===== src/design/rscp_pkg.sv =====
`default_nettype none
// ----------------------------------------------------------------------------
// rscp_pkg - shared definitions for the ring slice cubic player
// Widths, operation codes, register indexes and the controller/datapath
// command and status bundles.
// ----------------------------------------------------------------------------
package rscp_pkg;

	// ring and number formats
	localparam int RING_DEPTH  = 32768;
	localparam int RING_AW     = $clog2(RING_DEPTH);
	localparam int SAMPLE_BITS = 16;
	localparam int FRAC_BITS   = 16;
	localparam int POS_BITS    = RING_AW + FRAC_BITS;
	localparam int LEN_BITS    = 16;
	localparam int LENQ_BITS   = LEN_BITS + FRAC_BITS;
	localparam int HEAD_BITS   = 32;
	localparam int SPEED_BITS  = 24;
	localparam int MIN_STEP    = (1 << FRAC_BITS) / 100;
	localparam int ACC_BITS    = 24;
	localparam int PROD_BITS   = ACC_BITS + FRAC_BITS + 1;
	localparam int WRAP_BITS   = 18;

	// shared divider widths
	localparam int DVD_BITS = 34;
	localparam int DVS_BITS = 32;
	localparam int DCNT_BITS = $clog2(DVD_BITS + 1);

	// operation codes carried in tuser
	localparam logic [1:0] OP_WRITE   = 2'd0;
	localparam logic [1:0] OP_TICK    = 2'd1;
	localparam logic [1:0] OP_RESTART = 2'd2;

	// register indexes
	localparam logic [2:0] REG_VOICE_ENABLE  = 3'd0;
	localparam logic [2:0] REG_REVERSE_MODE  = 3'd1;
	localparam logic [2:0] REG_CHOPPY_MODE   = 3'd2;
	localparam logic [2:0] REG_SLICE_LENGTH  = 3'd3;
	localparam logic [2:0] REG_PHRASE_START  = 3'd4;
	localparam logic [2:0] REG_PHRASE_LENGTH = 3'd5;
	localparam logic [2:0] REG_PLAY_SPEED    = 3'd6;
	localparam logic [2:0] REG_INIT_SLICE    = 3'd7;

	typedef struct packed {
		logic                  voice_enable;
		logic                  reverse_mode;
		logic                  choppy_mode;
		logic [LEN_BITS-1:0]   slice_length;
		logic [RING_AW-1:0]    phrase_start;
		logic [LEN_BITS-1:0]   phrase_length;
		logic [SPEED_BITS-1:0] play_speed;
		logic [RING_AW-1:0]    initial_slice_start;
	} cfg_t;

	// what the shared divider is working on
	typedef enum logic [1:0] {
		DS_PHASE = 2'd0,
		DS_ADV   = 2'd1,
		DS_REL   = 2'd2,
		DS_NXT   = 2'd3
	} div_sel_t;

	typedef struct packed {
		logic       clr;
		logic       latch;
		logic       do_write;
		logic       do_restart;
		logic       div_start;
		div_sel_t   div_sel;
		logic       tap_rd;
		logic [1:0] tap_idx;
		logic       coef;
		logic       mul;
		logic       add;
		logic [1:0] hstep;
		logic       rnd;
		logic       load_out;
	} cmd_t;

	typedef struct packed {
		logic       clr_done;
		logic [1:0] op;
		logic       run;
		logic       div_done;
		logic       wraps_zero;
		logic       choppy;
		logic       out_free;
	} sts_t;

endpackage
`default_nettype wire


===== src/design/rscp_ctrl.sv =====
`default_nettype none
// ----------------------------------------------------------------------------
// rscp_ctrl - sequencer for the ring slice cubic player
// Clears the ring after reset, then runs one item at a time through
// dispatch, phase division, tap reads, Horner steps and the slice advance.
// ----------------------------------------------------------------------------
module rscp_ctrl import rscp_pkg::*; (
	input  wire logic clk,
	input  wire logic arst_n,
	input  wire logic in_valid,
	output logic      in_ready,
	input  wire sts_t sts,
	output cmd_t      cmd
);

	typedef enum logic [14:0] {
		S_CLR   = 15'b000000000000001,
		S_IDLE  = 15'b000000000000010,
		S_DISP  = 15'b000000000000100,
		S_PHASE = 15'b000000000001000,
		S_TAP   = 15'b000000000010000,
		S_COEF  = 15'b000000000100000,
		S_MUL   = 15'b000000001000000,
		S_ADD   = 15'b000000010000000,
		S_RND   = 15'b000000100000000,
		S_ADV   = 15'b000001000000000,
		S_WCHK  = 15'b000010000000000,
		S_REL   = 15'b000100000000000,
		S_NXTS  = 15'b001000000000000,
		S_NXT   = 15'b010000000000000,
		S_FIN   = 15'b100000000000000
	} state_t;

	state_t     state_q, state_d;
	logic [2:0] tap_cnt_q, tap_cnt_d;
	logic [1:0] h_cnt_q, h_cnt_d;

	assign in_ready = (state_q == S_IDLE);

	// next state and commands
	always_comb begin
		state_d   = state_q;
		tap_cnt_d = tap_cnt_q;
		h_cnt_d   = h_cnt_q;
		cmd       = '0;
		cmd.hstep = h_cnt_q;
		unique case (state_q)
			S_CLR: begin
				cmd.clr = 1'b1;
				if (sts.clr_done)
					state_d = S_IDLE;
			end
			S_IDLE: begin
				if (in_valid) begin
					cmd.latch = 1'b1;
					state_d   = S_DISP;
				end
			end
			S_DISP: begin
				state_d = S_FIN;
				case (sts.op)
					OP_WRITE:   cmd.do_write = 1'b1;
					OP_RESTART: cmd.do_restart = 1'b1;
					OP_TICK: begin
						if (sts.run) begin
							cmd.div_start = 1'b1;
							cmd.div_sel   = DS_PHASE;
							state_d       = S_PHASE;
						end
					end
					default: ;
				endcase
			end
			S_PHASE: begin
				if (sts.div_done) begin
					tap_cnt_d = '0;
					state_d   = S_TAP;
				end
			end
			S_TAP: begin
				tap_cnt_d = tap_cnt_q + 1'b1;
				if (tap_cnt_q[2]) begin
					tap_cnt_d = '0;
					state_d   = S_COEF;
				end else begin
					cmd.tap_rd  = 1'b1;
					cmd.tap_idx = tap_cnt_q[1:0];
				end
			end
			S_COEF: begin
				cmd.coef = 1'b1;
				h_cnt_d  = '0;
				state_d  = S_MUL;
			end
			S_MUL: begin
				cmd.mul = 1'b1;
				state_d = S_ADD;
			end
			S_ADD: begin
				cmd.add = 1'b1;
				if (h_cnt_q == 2'd2) begin
					h_cnt_d = '0;
					state_d = S_RND;
				end else begin
					h_cnt_d = h_cnt_q + 1'b1;
					state_d = S_MUL;
				end
			end
			S_RND: begin
				cmd.rnd       = 1'b1;
				cmd.div_start = 1'b1;
				cmd.div_sel   = DS_ADV;
				state_d       = S_ADV;
			end
			S_ADV: begin
				cmd.div_sel = DS_ADV;
				if (sts.div_done)
					state_d = S_WCHK;
			end
			S_WCHK: begin
				if (sts.choppy || sts.wraps_zero) begin
					state_d = S_FIN;
				end else begin
					cmd.div_start = 1'b1;
					cmd.div_sel   = DS_REL;
					state_d       = S_REL;
				end
			end
			S_REL: begin
				cmd.div_sel = DS_REL;
				if (sts.div_done)
					state_d = S_NXTS;
			end
			S_NXTS: begin
				cmd.div_start = 1'b1;
				cmd.div_sel   = DS_NXT;
				state_d       = S_NXT;
			end
			S_NXT: begin
				cmd.div_sel = DS_NXT;
				if (sts.div_done)
					state_d = S_WCHK;
			end
			S_FIN: begin
				if (sts.out_free) begin
					cmd.load_out = 1'b1;
					state_d      = S_IDLE;
				end
			end
			default: state_d = S_IDLE;
		endcase
	end

	// state registers
	always_ff @(posedge clk or negedge arst_n) begin
		if (!arst_n) begin
			state_q   <= S_CLR;
			tap_cnt_q <= '0;
			h_cnt_q   <= '0;
		end else begin
			state_q   <= state_d;
			tap_cnt_q <= tap_cnt_d;
			h_cnt_q   <= h_cnt_d;
		end
	end

`ifndef SYNTHESIS
	// a result is only loaded when the output register can take it
	a_load_free: assert property (@(posedge clk) disable iff (!arst_n)
		cmd.load_out |-> sts.out_free)
		else $error("result loaded over a waiting result");

	// an accepted item always goes to dispatch
	a_latch_disp: assert property (@(posedge clk) disable iff (!arst_n)
		cmd.latch |=> (state_q == S_DISP))
		else $error("accepted item not dispatched");

	// the divider never finishes right after a start
	a_div_len: assert property (@(posedge clk) disable iff (!arst_n)
		cmd.div_start |=> !sts.div_done)
		else $error("divider finished too early");

	// no ring write from an item during the clearing pass
	a_clr_excl: assert property (@(posedge clk) disable iff (!arst_n)
		cmd.clr |-> !(cmd.do_write || cmd.latch))
		else $error("item activity during ring clear");
`endif

endmodule
`default_nettype wire


===== config.mk =====
export PLATFORM = sky130hd
export DESIGN_NAME = rscp_ctrl
export DESIGN_NICKNAME = d
export VERILOG_FILES = /design/src/design/rscp_pkg.sv /design/src/design/rscp_ctrl.sv
export SDC_FILE = /design/constraint.sdc
export NUM_CORES = 1
export LEC_CHECK = 0
export ABC_AREA = 1
export ABC_CLOCK_PERIOD_IN_PS = 1800
export BUFFER_PORTS_ARGS = -buffer_cell sky130_fd_sc_hd__buf_2
export CORE_MARGIN = 2
export CORE_UTILIZATION = 40
export CTS_BUF_LIST = sky130_fd_sc_hd__clkbuf_2
export DETAILED_ROUTE_END_ITERATION = 8
export GPL_TIMING_DRIVEN = 1
export PLACE_DENSITY = 0.71
export SLEW_MARGIN = 20
export SYNTH_ARGS = -nofsm -noshare
export SYNTH_HDL_FRONTEND = slang
export SYNTH_SLANG_ARGS = --single-unit
export TNS_END_PERCENT = 50

===== constraint.sdc =====
create_clock -name clk -period 1.8 [get_ports clk]
set_clock_uncertainty 0.15 [all_clocks]
set_input_delay 0 -clock clk [delete_from_list [all_inputs] [get_ports clk]]
set_output_delay 0 -clock clk [all_outputs]
set_load 0.01 [all_outputs]

==> impl_metrics.csv, run 1 <==
group,metric,value,unit
final_layout,insertedDiodeCount,0,
clock_network,h-tree-depth,1,
sta,finalCritPeriodShare,107,%
final_layout,post-route-util,64.8,%
final_layout,fin_nets,273,
power_and_ir_drop,leakagePower,1.13,nW
final_layout,num-fill-cells,278,
power_and_ir_drop,peakVddDrop,0.000479,V
synthesis,avgSynthCellArea,6.77,µm²
routing,wire_per_inst,11.9,µm
sta,hold_viol_final,0,
clock_network,clock_sinks,20,
sta,setup_violations,21,
routing,wl,3620,µm
floorplanning,die_area,0.00367,mm²
setup_path,cp-endpoint,"cmd[10]",
clock_network,clkTransAtPathRegs,0.19,ns
synthesis,netlist.area_leader.share,37.2,%
clock_network,cts_root_buf,"clkbuf_2",
routing,ant_nets,0,
synthesis,ys_warn_count,0,
synthesis,synth_simple_gate_area_share,44.5,%
setup_path,start_kind,"flip-flop",
synthesis,yosys.cell_types.count,24,
routing,drtPass1Iterations,4,
synthesis,synth.ff_latch_count,20,
floorplanning,rows,20,
synthesis,synth_area_leaders,"dfrtp_1, nand2_1, nor2_1, inv_1, nand3_1",
routing,via_per_inst,4.77,
synthesis,synth_seq_area_share,39.2,%
floorplanning,io_pins,29,
sta,whs,0.249,ns
synthesis,synth_common_cells,"nand2_1, nor2_1, inv_1",
global_route,grt_pass1_vias,1260,
setup_path,cpMaxStageDelayCell,"dfrtp_1",
final_layout,multi_input_area,761,µm²
sta,rsz0062_at_grt,"yes",
sta,final.setup.tns,-1.01,ns
synthesis,ys_async_sr_fraction,100,%
synthesis,synth_edf_count,0,
setup_path,rr_endpoint,"state_q[11]",
sta,fmax,0.520,GHz
sta,maxSlewHeadroom,40.7,%
routing,dr.first_iter.drc_count,55,
synthesis,syn_inst,189,
setup_path,crit_start,"state_q[1]",
final_layout,syn_to_final_growth,54.7,%
synthesis,synth_compound_area_share,4.99,%
setup_path,r2r_start,"state_q[1]",
placement,io_buffers,28,
floorplanning,initial_utilization,41.9,%
synthesis,synth_xor_area_share,0,%
routing,route.vias.total,1449,
final_layout,final-seq-area,502,µm²
synthesis,synthAdderAreaFrac,0.978,%
global_route,track_usage,19.0,%
job,cap_violations,0,
synthesis,synth_top_family_by_area,"simple AND/OR/NAND/NOR gates",
synthesis,synth_largest_area_cell,"dfrtp_1",
sta,drv_slew,0,
power_and_ir_drop,power.density,790,mW/mm²
setup_path,cpPeakStageDelay,0.45,ns
global_route,grt_pass1_wl,5240,µm
synthesis,syn_nets,201,
global_route,antenna_found_initial,0,
clock_network,clk_latency,0.31,ns
status,status,"finished, violations left",
routing,drc_errors,0,
final_layout,drive_gt1_share,40.8,%
setup_path,r2r_cells,11,
global_route,grt_max_degree,20,
sta,fin_ws,-0.122,ns
clock_network,clk_path_buf_depth,2,
power_and_ir_drop,fin_total_pwr,1.56,mW
setup_path,crit_top_cell,"nor2_2",
clock_network,cts_inserted_buffers,3,
setup_path,required,1.65,ns
floorplanning,coreArea,0.00305,mm²
placement,routabilityCongestion,0.840,
sta,min_period,1.92,ns
clock_network,cts_tree,"yes",
status,violations,"setup timing",
synthesis,synthMuxAreaShare,0,%
setup_path,path_cells,"nor2_2 -> nand2_2 -> nor2_4 -> nand3_2 -> nand2_1 -> nor2_2 -> inv_1 -> buf_2",
floorplanning,fp.dieW,60.5,µm
setup_path,rrSetupSlack,-0.05,ns
sta,tightest_slew,0.887,ns
worst_hold_path,holdCritPathClass,"input pin to flip-flop",
setup_path,cp.arrival,1.77,ns
placement,pre_cts_ws,0.0839,ns
synthesis,synthFlopType,"dfrtp_1",
setup_path,end_kind,"output port",
floorplanning,die_y,60.5,µm
synthesis,synth_area,0.00128,mm²
setup_path,criticalPathCategory,"flip-flop to output port",
placement,hpwl,2210,µm
global_route,globalRouteOverflowTotal,0,
setup_path,crit_path_max_fanout,6,
==> flip-flops by register name (all words and copies together) (netlist names) <==
signal	flops
h_cnt_q	2
state_q	15
tap_cnt_q	3
==> through the flow <==
step	std cells	instance area (µm²)
after floorplan	189	1280
after global placement	264	1490
after detailed placement	264	1490
after CTS	297	1790
after global routing	304	1980
final	304	1980
==> cell type report <==
class                      instances  area share, %
clock buffer                       4           1.01
inverter                          32           6.20
sequential                        20           25.4
multi-input combinational        136           38.5
timing repair buffer              68           26.2
tap                               44           2.78
==> worst min path at each step <==
stage	startpoint	end	slack (ns)	depth (start not counted)
4_1_cts	sts[3]	state_q[3]	0.24	3
3_3_place_gp	arst_n	tap_cnt_q[0]	-0.17	1
5_1_grt	sts[3]	state_q[3]	0.25	3
3_5_place_dp	arst_n	state_q[7]	-0.18	1
2_1_floorplan	arst_n	h_cnt_q[0]	-0.45	0
6_report	sts[3]	state_q[3]	0.25	3
==> logic make-up after synthesis <==
kind of cell / after synthesis
buffers and inverters: 33
and+or+nand+nor: 124
AOI/OAI and AO/OA: 11
adders and majority gates: 1
DFF: 20
==> cell usage in the layout (no fill, tap or decap) <==
master	synthesis	layout
nor4_4	0	1
nand2_1	41	36
nor3_1	3	3
clkinv_1	1	1
ha_1	1	1
dfstp_2	1	1
nor2_2	5	15
o221ai_1	1	1
dfrtp_1	19	19
inv_1	28	24
clkbuf_2	0	4
nor4_1	2	1
nand2_4	2	3
buf_4	0	22
nor2_4	2	3
nand3_1	18	11
or2_1	1	1
o21a_1	1	1
nand3b_1	1	1
nand3_2	1	6
buf_2	0	24
o31ai_1	1	1
nand4_1	3	3
inv_2	3	6
nor2_1	41	30
nand2_2	4	8
nand3_4	0	2
dlygate4sd3_1	0	12
buf_6	1	10
inv_4	0	1
o21ai_1	8	8
==> metal layers <==
metal | vias up | wire [µm] | GRT usage [%] | share of wire, %
met5 | - | 0 | 0 | 0
met4 | 0 | 26 | 3.42 | 0.72
met3 | 4 | 133 | 4.90 | 3.7
met2 | 33 | 1890 | 33.2 | 52
met1 | 681 | 1560 | 24.1 | 43
li1 | 731 | - | - | -
==> where the power goes <==
part	switching (mW)	leakage [nW]	total [mW]	internal (mW)
clock	0.136	0.0166	0.195	0.0589
sequential	0.0408	0.260	0.547	0.506
combinational	0.479	0.850	0.821	0.342
total	0.656	1.13	1.56	0.907
==> repair_timing <==
item                                    4_1_cts  5_1_grt
gates resized for setup                      10       36
buffers inserted                             17        7
endpoints found under the setup margin       12       27
hold buffers                                 12        0
hold endpoints to repair                     35        0
pin swaps                                    11       16
==> worst max-delay path, delay by kind of cell (launching register included) <==
family                 cells  cell delay [ns]
AND/OR/NAND/NOR            6             0.84
buffers and inverters      2             0.15
flip-flops                 1             0.45
Power figures use the tool's default switching activity.
==> run 2: changes to the inputs <==
--- a/config.mk
+++ b/config.mk
@@ -14,6 +14,7 @@
 export DETAILED_ROUTE_END_ITERATION = 8
 export GPL_TIMING_DRIVEN = 1
 export PLACE_DENSITY = 0.71
+export RECOVER_POWER = 25
 export SLEW_MARGIN = 20
 export SYNTH_ARGS = -nofsm -noshare
 export SYNTH_HDL_FRONTEND = slang
==> run 2 against run 1 <==
Die area stayed put; design area is 0.13% lower; first-iteration DRC count unchanged; cell count did not move; the run still ends with setup timing left; worst setup slack improved by 0.0017 ns; critical path depth unchanged; routed wire length barely moved; via count about the same; combinational power is essentially flat; total power is essentially flat.
==> impl_metrics.csv, run 2 (synthesis results as in run 1) <==
group,metric,value,unit
setup_path,required,1.65,ns
clock_network,cts_inserted_buffers,3,
setup_path,rr_endpoint,"state_q[11]",
power_and_ir_drop,clkPwrFrac,12.5,%
job,cap_violations,0,
setup_path,r2r_start,"state_q[1]",
power_and_ir_drop,power.density,791,mW/mm²
status,violations,"setup timing",
final_layout,num-fill-cells,279,
final_layout,final_common_cell,"nand2_1",
global_route,grt_pass1_wl,5240,µm
sta,hold_viol_final,0,
power_and_ir_drop,peakVddDrop,0.000480,V
power_and_ir_drop,swShare,42.0,%
sta,whs,0.249,ns
power_and_ir_drop,cell_internal_pwr,0.907,mW
routing,route.vias.total,1448,
setup_path,end_kind,"output port",
setup_path,rrSetupSlack,-0.05,ns
routing,ant_nets,0,
global_route,track_usage,19.0,%
sta,setup_violations,21,
floorplanning,die_area,0.00367,mm²
final_layout,top_regs,"state_q (15), tap_cnt_q (3), h_cnt_q (2)",
final_layout,drive_gt1_share,40.0,%
power_and_ir_drop,p_sw,0.656,mW
routing,drtPass1Iterations,4,
routing,drc_errors,0,
final_layout,final_cell_mix,"nand2_1, nor2_1, inv_1",
sta,maxSlewHeadroom,41.1,%
floorplanning,rows,20,
floorplanning,initial_utilization,41.9,%
setup_path,start_kind,"flip-flop",
global_route,grt_pass1_vias,1260,
placement,io_buffers,28,
power_and_ir_drop,leakagePower,1.12,nW
setup_path,crit_path_max_fanout,6,
floorplanning,io_pins,29,
setup_path,r2r_cells,11,
worst_hold_path,worstHoldEndpoint,"state_q[3]",
clock_network,h-tree-depth,1,
power_and_ir_drop,power_frac_comb,52.5,%
global_route,grt_max_degree,20,
global_route,antenna_found_initial,0,
worst_hold_path,worstHoldStart,"sts[3]",
status,status,"finished, violations left",
placement,routabilityCongestion,0.840,
worst_hold_path,holdCritPathClass,"input pin to flip-flop",
routing,dr.first_iter.drc_count,55,
sta,min_period,1.92,ns
clock_network,cts_root_buf,"clkbuf_2",
floorplanning,fp.dieW,60.5,µm
sta,fmax,0.521,GHz
sta,drv_slew,0,
sta,fin_ws,-0.120,ns
clock_network,clkTransAtPathRegs,0.19,ns
setup_path,criticalPathCategory,"flip-flop to output port",
final_layout,top_register,"state_q",
routing,via_per_inst,4.76,
floorplanning,coreArea,0.00305,mm²
placement,hpwl,2210,µm
global_route,globalRouteOverflowTotal,0,
clock_network,clk_latency,0.31,ns
routing,wl,3610,µm
sta,tightest_slew,0.881,ns
clock_network,cts_tree,"yes",
final_layout,largest_reg_flops,15,
clock_network,clk_path_buf_depth,2,
power_and_ir_drop,fin_total_pwr,1.56,mW
power_and_ir_drop,p_seq_share,35.0,%
sta,rsz0062_at_grt,"yes",
final_layout,fin_nets,273,
floorplanning,die_y,60.5,µm
final_layout,insertedDiodeCount,0,
clock_network,clock_sinks,20,
setup_path,cp.arrival,1.77,ns
sta,finalCritPeriodShare,107,%
final_layout,syn_to_final_growth,54.5,%
worst_hold_path,holdPathStages,3,
routing,wire_per_inst,11.9,µm
run 2: changes by cell type in the layout (fill, tap and decap cells not counted), sizes merged:
cell    delta
buf        -2
clkbuf     +2
run 2: worst max path at each step:
stage                            from         end  cells past startpoint
final                      state_q[1]     cmd[10]                      8
after floorplan           state_q[13]  state_q[1]                      9
after detailed placement   state_q[7]  state_q[1]                      8
after CTS                  state_q[6]     cmd[10]                      8
after global routing       state_q[1]     cmd[10]                      8
after global placement     state_q[7]  state_q[4]                      8
run 2: final cells by class:
cell class / count / area, µm² / area share, %
clock buffer: 4 / 20.0 / 1.01
multi-input combinational: 136 / 761 / 38.5
sequential: 20 / 502 / 25.4
tap: 44 / 55.1 / 2.79
timing repair buffer: 68 / 515 / 26.1
inverter: 32 / 123 / 6.21
run 2: power groups by stage:
stage	Combinational [mW]	Sequential, mW	Clock (mW)
4_1_cts	0.646	0.544	0.202
3_3_place_gp	0.530	0.553	0
2_1_floorplan	0.419	0.545	0
6_report	0.821	0.547	0.195
5_1_grt	0.893	0.553	0.223
3_5_place_dp	0.527	0.553	0
run 2: worst max-delay path, stage by stage, from the launching register on:
cell and delay [ns]:
dfrtp_1 0.45, nor2_2 0.16, nand2_2 0.14, nor2_4 0.24
nand3_2 0.14, nand2_1 0.11, nor2_2 0.05, inv_1 0.04
buf_2 0.11
run 2: routing by layer:
| layer | GRT usage (%) | share of wire, % |
|---|---|---|
| met5 | 0 | 0 |
| met4 | 3.42 | 0.72 |
| met3 | 4.90 | 3.7 |
| met2 | 33.2 | 52 |
| met1 | 24.1 | 43 |
run 2: timing repair:
| item | 4_1_cts | 5_1_grt |
|---|---|---|
| setup endpoints to repair | 12 | 27 |
| buffers inserted | 17 | 7 |
| hold endpoints to repair | 35 | 0 |
| gates resized for setup | 10 | 36 |
| hold buffers | 12 | 0 |
| gates cloned | 0 | 0 |
| pin swaps | 11 | 16 |
run 2: metrics by stage:
step | area, µm² | setup slack [ns] | std cells | TNS, ns | util [%]
2_1_floorplan | 1280 | 0.268 | 189 | 0 | -
3_3_place_gp | 1490 | 0.0650 | 264 | 0 | 48.9
3_5_place_dp | 1490 | 0.0839 | 264 | 0 | 48.9
4_1_cts | 1790 | -0.0531 | 297 | -0.260 | 58.6
5_1_grt | 1980 | -0.240 | 304 | -3.78 | 64.7
6_report | 1980 | -0.120 | 304 | -0.965 | 64.7
